### src/assert_macros.svh
// ---------------------------------------------------------------------------
// Assertion macros
// Shared concurrent assertion forms, clocked on clk_i, disabled in reset.
// ---------------------------------------------------------------------------
`ifndef ASSERT_MACROS_SVH
`define ASSERT_MACROS_SVH

// property holds at every clock edge
`define ASSERT_ALWAYS(lbl, prop, msg) \
  lbl: assert property (@(posedge clk_i) disable iff (!rst_ni) (prop)) else $error(msg);

// antecedent in a cycle implies consequent in the same cycle
`define ASSERT_IMPLIES(lbl, ante, cons, msg) \
  lbl: assert property (@(posedge clk_i) disable iff (!rst_ni) (ante) |-> (cons)) else $error(msg);

// antecedent in a cycle implies consequent in the next cycle
`define ASSERT_NEXT(lbl, ante, cons, msg) \
  lbl: assert property (@(posedge clk_i) disable iff (!rst_ni) (ante) |=> (cons)) else $error(msg);

`endif

### src/gpaf_pkg.sv
// ---------------------------------------------------------------------------
// gpaf_pkg
// Types and constants for the Gaussian-integer autocorrelation fingerprint.
// ---------------------------------------------------------------------------
package gpaf_pkg;

  // residue width: only the low three bits of each part matter mod 8
  localparam int unsigned ResW  = 3;
  localparam int unsigned ElemW = 2 * ResW;

  typedef struct packed {
    logic signed [3:0] elem_re;
    logic signed [3:0] elem_im;
  } in_t;

  typedef struct packed {
    logic [3:0]      shift_index;
    logic [ResW-1:0] corr_re_mod8;
    logic [ResW-1:0] corr_im_mod8;
    logic            last_of_run;
  } out_t;

  typedef enum logic [1:0] {
    ST_LOAD,
    ST_CALC,
    ST_DRAIN,
    ST_EMIT
  } state_e;

endpackage

### src/gpaf_store.sv
// ---------------------------------------------------------------------------
// gpaf_store
// Element memory: one write port, two registered read ports.
// ---------------------------------------------------------------------------
module gpaf_store #(
  parameter int unsigned DEPTH = 21
) (
  input  logic                          clk_i,
  input  logic                          wr_en_i,
  input  logic [$clog2(DEPTH)-1:0]      wr_addr_i,
  input  logic [gpaf_pkg::ElemW-1:0]    wr_data_i,
  input  logic [$clog2(DEPTH)-1:0]      rd_addr_a_i,
  input  logic [$clog2(DEPTH)-1:0]      rd_addr_b_i,
  output logic [gpaf_pkg::ElemW-1:0]    rd_data_a_o,
  output logic [gpaf_pkg::ElemW-1:0]    rd_data_b_o
);
  import gpaf_pkg::*;

  logic [ElemW-1:0] mem_q [DEPTH];

  always_ff @(posedge clk_i) begin
    if (wr_en_i) begin
      mem_q[wr_addr_i] <= wr_data_i;
    end
  end

  always_ff @(posedge clk_i) begin
    rd_data_a_o <= mem_q[rd_addr_a_i];
    rd_data_b_o <= mem_q[rd_addr_b_i];
  end

endmodule

### src/gaussian_paf_mod8_fingerprint.sv
// While a word loads, its elements are written to the store in order.
// After the last element, each shift runs a multiply-accumulate pass
// over the word, one element pair per cycle from the two-port store,
// then a drain step and an emit step that holds its result until taken.
// Reset clears control; the element store is undefined until loaded.
// ---------------------------------------------------------------------------
// gaussian_paf_mod8_fingerprint
// Periodic autocorrelation of a Gaussian-integer word, reported mod 8.
// ---------------------------------------------------------------------------
`include "assert_macros.svh"

module gaussian_paf_mod8_fingerprint #(
  parameter int unsigned WORD_LENGTH = 21,
  parameter int unsigned NUM_SHIFTS  = 10
) (
  input  logic           clk_i,
  input  logic           rst_ni,
  input  logic           in_valid_i,
  output logic           in_ready_o,
  input  gpaf_pkg::in_t  in_data_i,
  output logic           out_valid_o,
  input  logic           out_ready_i,
  output gpaf_pkg::out_t out_data_o
);
  import gpaf_pkg::*;

  localparam int unsigned AW = $clog2(WORD_LENGTH);
  localparam int unsigned SW = $clog2(NUM_SHIFTS + 1);

  state_e          state_q, state_d;
  logic [AW-1:0]   load_q, load_d;
  logic [AW-1:0]   pos_q, pos_d;
  logic [AW-1:0]   qbase_q, qbase_d;
  logic [AW-1:0]   qpos_q, qpos_d;
  logic [SW-1:0]   shift_q, shift_d;
  logic [ResW-1:0] acc_re_q, acc_re_d;
  logic [ResW-1:0] acc_im_q, acc_im_d;
  logic            rd_vld_q;
  logic            out_vld_q, out_vld_d;
  out_t            out_q, out_d;

  logic             in_fire, out_fire;
  logic             wr_en;
  logic [ElemW-1:0] wr_data;
  logic [ElemW-1:0] rd_a, rd_b;
  logic [ResW-1:0]  ar, ai, br, bi;
  logic [2*ResW-1:0] m_rr, m_ii, m_ir, m_ri;
  logic [ResW-1:0]  term_re, term_im;
  logic [ResW-1:0]  sum_re, sum_im;
  logic             pos_last, shift_last;

  assign in_fire  = in_valid_i && in_ready_o;
  assign out_fire = out_vld_q && out_ready_i;

  assign in_ready_o  = (state_q == ST_LOAD);
  assign out_valid_o = out_vld_q;
  assign out_data_o  = out_q;

  assign wr_en   = in_fire;
  assign wr_data = {in_data_i.elem_re[ResW-1:0], in_data_i.elem_im[ResW-1:0]};

  gpaf_store #(
    .DEPTH (WORD_LENGTH)
  ) u_store (
    .clk_i       (clk_i),
    .wr_en_i     (wr_en),
    .wr_addr_i   (load_q),
    .wr_data_i   (wr_data),
    .rd_addr_a_i (pos_q),
    .rd_addr_b_i (qpos_q),
    .rd_data_a_o (rd_a),
    .rd_data_b_o (rd_b)
  );

  // w[p] * conj(w[q]), low three bits only
  assign ar = rd_a[ElemW-1:ResW];
  assign ai = rd_a[ResW-1:0];
  assign br = rd_b[ElemW-1:ResW];
  assign bi = rd_b[ResW-1:0];

  assign m_rr = ar * br;
  assign m_ii = ai * bi;
  assign m_ir = ai * br;
  assign m_ri = ar * bi;

  assign term_re = m_rr[ResW-1:0] + m_ii[ResW-1:0];
  assign term_im = m_ir[ResW-1:0] - m_ri[ResW-1:0];
  assign sum_re  = acc_re_q + term_re;
  assign sum_im  = acc_im_q + term_im;

  assign pos_last   = (pos_q == AW'(WORD_LENGTH - 1));
  assign shift_last = (shift_q == SW'(NUM_SHIFTS));

  always_comb begin
    state_d   = state_q;
    load_d    = load_q;
    pos_d     = pos_q;
    qbase_d   = qbase_q;
    qpos_d    = qpos_q;
    shift_d   = shift_q;
    acc_re_d  = acc_re_q;
    acc_im_d  = acc_im_q;
    out_vld_d = out_vld_q;
    out_d     = out_q;

    if (rd_vld_q) begin
      acc_re_d = sum_re;
      acc_im_d = sum_im;
    end

    unique case (state_q)
      ST_LOAD: begin
        if (in_fire) begin
          if (load_q == AW'(WORD_LENGTH - 1)) begin
            load_d   = '0;
            shift_d  = SW'(1);
            qbase_d  = AW'(1);
            qpos_d   = AW'(1);
            pos_d    = '0;
            acc_re_d = '0;
            acc_im_d = '0;
            state_d  = ST_CALC;
          end else begin
            load_d = load_q + AW'(1);
          end
        end
      end
      ST_CALC: begin
        qpos_d = (qpos_q == AW'(WORD_LENGTH - 1)) ? '0 : qpos_q + AW'(1);
        if (pos_last) begin
          state_d = ST_DRAIN;
        end else begin
          pos_d = pos_q + AW'(1);
        end
      end
      ST_DRAIN: begin
        out_d.shift_index  = 4'(shift_q);
        out_d.corr_re_mod8 = sum_re;
        out_d.corr_im_mod8 = sum_im;
        out_d.last_of_run  = shift_last;
        out_vld_d          = 1'b1;
        state_d            = ST_EMIT;
      end
      ST_EMIT: begin
        if (out_fire) begin
          out_vld_d = 1'b0;
          if (shift_last) begin
            state_d = ST_LOAD;
          end else begin
            shift_d  = shift_q + SW'(1);
            qbase_d  = (qbase_q == AW'(WORD_LENGTH - 1)) ? '0 : qbase_q + AW'(1);
            qpos_d   = (qbase_q == AW'(WORD_LENGTH - 1)) ? '0 : qbase_q + AW'(1);
            pos_d    = '0;
            acc_re_d = '0;
            acc_im_d = '0;
            state_d  = ST_CALC;
          end
        end
      end
      default: state_d = ST_LOAD;
    endcase
  end

  always_ff @(posedge clk_i or negedge rst_ni) begin
    if (!rst_ni) begin
      state_q   <= ST_LOAD;
      load_q    <= '0;
      pos_q     <= '0;
      qbase_q   <= '0;
      qpos_q    <= '0;
      shift_q   <= '0;
      rd_vld_q  <= 1'b0;
      out_vld_q <= 1'b0;
    end else begin
      state_q   <= state_d;
      load_q    <= load_d;
      pos_q     <= pos_d;
      qbase_q   <= qbase_d;
      qpos_q    <= qpos_d;
      shift_q   <= shift_d;
      rd_vld_q  <= (state_q == ST_CALC);
      out_vld_q <= out_vld_d;
    end
  end

  always_ff @(posedge clk_i) begin
    acc_re_q <= acc_re_d;
    acc_im_q <= acc_im_d;
    out_q    <= out_d;
  end

  `ASSERT_ALWAYS(a_no_overlap, !(in_ready_o && out_valid_o), "load and result overlap")
  `ASSERT_IMPLIES(a_rd_from_calc, rd_vld_q, $past(state_q == ST_CALC), "stray read data")
  `ASSERT_IMPLIES(a_drain_has_data, state_q == ST_DRAIN, rd_vld_q, "drain without last pair")
  `ASSERT_NEXT(a_run_end, out_fire && out_data_o.last_of_run, state_q == ST_LOAD,
               "run did not return to load")

endmodule

### config.mk
export PLATFORM = sky130hd
export DESIGN_NAME = gaussian_paf_mod8_fingerprint
export DESIGN_NICKNAME = d
export VERILOG_FILES = /design/src/gpaf_pkg.sv /design/src/gpaf_store.sv /design/src/gaussian_paf_mod8_fingerprint.sv
export VERILOG_INCLUDE_DIRS = /design/src /design/src/src
export SDC_FILE = /design/constraint.sdc
export NUM_CORES = 1
export LEC_CHECK = 0
export BUFFER_PORTS_ARGS = -buffer_cell sky130_fd_sc_hd__clkbuf_2
export CAP_MARGIN = 20
export CORE_AREA = 2 2 140 176
export CTS_CLUSTER_DIAMETER = 80
export DETAILED_ROUTE_END_ITERATION = 7
export DIE_AREA = 0 0 142 178
export SYNTH_ARGS = -nofsm -noshare
export SYNTH_HDL_FRONTEND = slang
export SYNTH_SLANG_ARGS = --single-unit
### constraint.sdc
create_clock -name clk_i -period 3.8 [get_ports clk_i]
set_input_delay 0.38 -clock clk_i [delete_from_list [all_inputs] [get_ports clk_i]]
set_output_delay 0.38 -clock clk_i [all_outputs]
set_load 0.01 [all_outputs]
==> impl_metrics.tcl <==
set metrics [dict create \
    outcome "complete, but fails checks" \
    violations "negative hold slack" \
    worst_path_largest_cell_delay_ns 0.53 \
    synth-simple-area-share 0.0756 \
    powerDensity_mw_per_mm2 770 \
    antenna_found_initial 0 \
    first_pass_iters 5 \
    synth_top_area_share 0.464 \
    htreeDepth 4 \
    grt_pass1_wl_um 31200 \
    cp_data_arrival_time_ns 3.63 \
    postCtsSetupRepairBufs 0 \
    fill_cells 2091 \
    layout-drive-gt1-share 0.200 \
    cts_resized 0 \
    ys.flop_type "edfxtp_1" \
    synth_edf_count 137 \
    synth.most_common_cell "edfxtp_1" \
    cts.sinks 183 \
    power.switching_w 0.00263 \
    clk_pin_slew_ns 0.07 \
    ir_drop_mv 0.355 \
    grt_max_degree 36 \
    worst_setup_path_start_kind "register" \
    io_pins 25 \
    synth_top_family_by_area "multiplexers" \
    synth_area_leaders "edfxtp_1 (46%), mux4_2 (15%), dfrtp_1 (7.9%)" \
    p_leak_nw 3.42 \
    hold_path.class "primary input to asynchronous set/reset pin" \
    drc 0 \
    path_delay_family "adder cells" \
    final.setup_skew_ns 0.00782 \
    grt_pass1_vias 5420 \
    tns_ns 0 \
    period_minus_slack_ns 3.35 \
    comb_power_share 0.387 \
    tritoncts "built" \
    syn_to_final_growth_pct 10.4 \
    track_usage 0.167 \
    fin_hold_ws_ns -0.0116 \
    cp_max_fo 4 \
    sw_frac_of_total 0.349 \
    drt-total-wl_um 20000 \
    period_share 0.881 \
    post_drt_wl_per_cell_um 21.9 \
    cts.path.max_buffers 2 \
    coreArea_sq_mm 0.0236 \
    synth_commonest_cells "edfxtp_1 (137), mux4_2 (60), nor2_1 (45)" \
    crit_slowest_cell "fa_1" \
    clk_latency_ns 0.42 \
    drtIter0Drc 374 \
    finalWeightedCongestion 0.884 \
    relSlewSlack 0.363 \
    async_reset_ff_frac 0.153 \
    diodes 0 \
    seqPwrFrac 0.393 \
    syn_nets 635 \
    design.die.area_sq_mm 0.0253 \
    synth_fa_ha_area_frac 0.0454 \
    end_kind "register" \
    dp_hpwl_um 14400 \
    cap_violations 0 \
    yosysUniqueCellTypes 46 \
    ys_ff_latch 183 \
    start_util 0.376 \
    avgViaCountPerCell 5.62 \
    avgSynthCellArea_sq_um 15.0 \
    die_w_um 142 \
    numPortBuffers 22 \
    drv_slew 0 \
    rr_worst_depth 12 \
    die_h_um 178 \
    setup_viol 0 \
    final_nets 649 \
    synth_xor_xnor_area_share 0.0308 \
    yosysWarnings 0 \
    cts_buffers 17 \
    yosys.area.top_type "edfxtp_1" \
    met1_length_um 7600 \
    grt-ovfl-total 0 \
    dr_total_vias 5124 \
    clockPowerShare 0.219 \
    route.met2.wl_um 10600 \
    ant_nets 0 \
    wl_met3_um 857 \
    worst_pin_slew_ns 0.956 \
    cts_hold_buf 0 \
    routed.top_layer "met4" \
    max_freq_ghz 0.299 \
    cp.required_ns 4.08 \
    synthCells 592 \
    synth_seq_area_share 0.583 \
    hold_viol_final 12 \
    cp_num_cells 12 \
    cts_root_buf "clkbuf_16" \
    worstPathCellList "and2_1 > fa_1 > ha_1 > fa_1 > inv_1 > ha_1 > xor2_1 > xnor2_1 > xnor3_1 > xnor2_1 > mux2i_1 > nor2_1" \
    crit_buf_inv 1 \
    rows 63 \
    synth.area.mux_share 0.176 \
    synth_area_sq_mm 0.00887 \
    worstSetupPathType "register to register" \
    rsz0062_at_grt "false" \
    synth_compound_area_frac 0.0612 \
    internal-power_w 0.00490 \
]
==> power groups by stage <==
stage,Combinational [W],Clock (W),Sequential [W]
finish,0.00292,0.00165,0.00296
global route,0.00323,0.00177,0.00304
CTS,0.00295,0.00168,0.00297
detailed placement,0.00293,0,0.00301
global placement,0.00285,0,0.00300
floorplan,0.00248,0,0.00273
==> per-layer routing <==
| layer | up-vias | track usage |
|---|---|---|
| met3 | 51 | 0.0303 |
| li1 | 2300 | - |
| met5 | - | 0 |
| met4 | 0 | 0.0771 |
| met1 | 2603 | 0.193 |
| met2 | 170 | 0.301 |
==> worst register-to-register path, stage by stage, from the launching register on <==
cell and delay, ns:
dfxtp_1 0.34, and2_1 0.19, fa_1 0.49, ha_1 0.31, fa_1 0.53, inv_1 0.04
ha_1 0.18, xor2_1 0.19, xnor2_1 0.14, xnor3_1 0.44, xnor2_1 0.16, mux2i_1 0.14
nor2_1 0.05
==> worst paths after layout <==
kind	from	end	slack, ns
worst min register to register	acc_im_q[0]	acc_im_q[0]	0.50
worst min-delay path	rst_ni	load_q[1]	-0.01
worst max-delay path	u_store.rd_data_a_o[4]	acc_im_q[2]	0.45
min in group clk_i	out_ready_i	out_valid_o	0.16
worst max register to register	u_store.rd_data_a_o[4]	acc_im_q[2]	0.45
max in group asynchronous	rst_ni	qpos_q[0]	3.31
==> final cells by class <==
type | count | area [sq um] | share of cell area
clock inverters | 10 | 100 | 0.0102
well taps | 292 | 365 | 0.0373
multi-input cells | 355 | 3450 | 0.353
repair buffers | 26 | 160 | 0.0164
clock buffers | 22 | 444 | 0.0454
inverters | 23 | 86.3 | 0.00882
flip-flops and latches | 183 | 5180 | 0.529
==> placed cells by master, fill, tap and decap left out, types with 2 or more instances in the layout <==
| master | Yosys | routed |
|---|---|---|
| edfxtp_1 | 137 | 137 |
| mux4_2 | 60 | 60 |
| nor2_1 | 45 | 45 |
| nand2_1 | 32 | 32 |
| ha_1 | 29 | 29 |
| a22o_1 | 26 | 26 |
| dfrtp_1 | 28 | 25 |
| inv_1 | 23 | 23 |
| clkbuf_2 | 0 | 22 |
| mux2i_1 | 19 | 19 |
| a21oi_1 | 18 | 18 |
| dfxtp_1 | 18 | 18 |
| o21ai_0 | 17 | 17 |
| clkbuf_16 | 0 | 17 |
| xnor2_1 | 15 | 15 |
| nor3_1 | 15 | 15 |
| nand3_1 | 15 | 15 |
| and2_1 | 12 | 12 |
| xor2_1 | 11 | 11 |
| o21ai_1 | 5 | 5 |
| clkbuf_1 | 10 | 5 |
| nand2b_1 | 3 | 3 |
| nand4_1 | 3 | 3 |
| clkinvlp_4 | 0 | 3 |
| clkinv_4 | 0 | 3 |
| buf_4 | 6 | 3 |
| dfrtp_2 | 0 | 3 |
| xnor3_1 | 2 | 2 |
| nand3b_1 | 2 | 2 |
| or3_1 | 2 | 2 |
| nor3_2 | 2 | 2 |
| a31oi_1 | 2 | 2 |
| mux2_1 | 2 | 2 |
| a221oi_1 | 2 | 2 |
| fa_1 | 2 | 2 |
| clkinv_2 | 0 | 2 |
==> logic make-up (layout without fill, tap and decap cells) <==
group / count (synthesis) / after routing
AOI/OAI and AO/OA: 77 / 77
xor gates and xnor gates: 28 / 28
adders and majority gates: 31 / 31
buffers and inverters: 54 / 81
DFF: 183 / 183
muxes: 81 / 81
and+or+nand+nor: 138 / 138
==> through the flow <==
step / power (W) / std cells / setup slack [ns] / cell area, sq um / utilization
detailed placement: 0.00594 / 879 / 0.459 / 9240 / 0.392
global placement: 0.00585 / 878 / 0.568 / 9220 / 0.391
CTS: 0.00760 / 911 / 0.428 / 9790 / 0.415
global route: 0.00803 / 911 / 0.241 / 9790 / 0.415
finish: 0.00753 / 911 / 0.453 / 9790 / 0.415
floorplan: 0.00521 / 592 / 0.709 / 8870 / -
==> registers in the layout (all words and copies together) (netlist names), 4 cells and up <==
register,cells
load_q,5
qbase_q,5
shift_q,4
u_store.rd_data_b_o,6
u_store.rd_data_a_o,6
out_data_o,11
qpos_q,5
pos_q,5
u_store.mem_q,126
(Power assumes the default switching activity.)
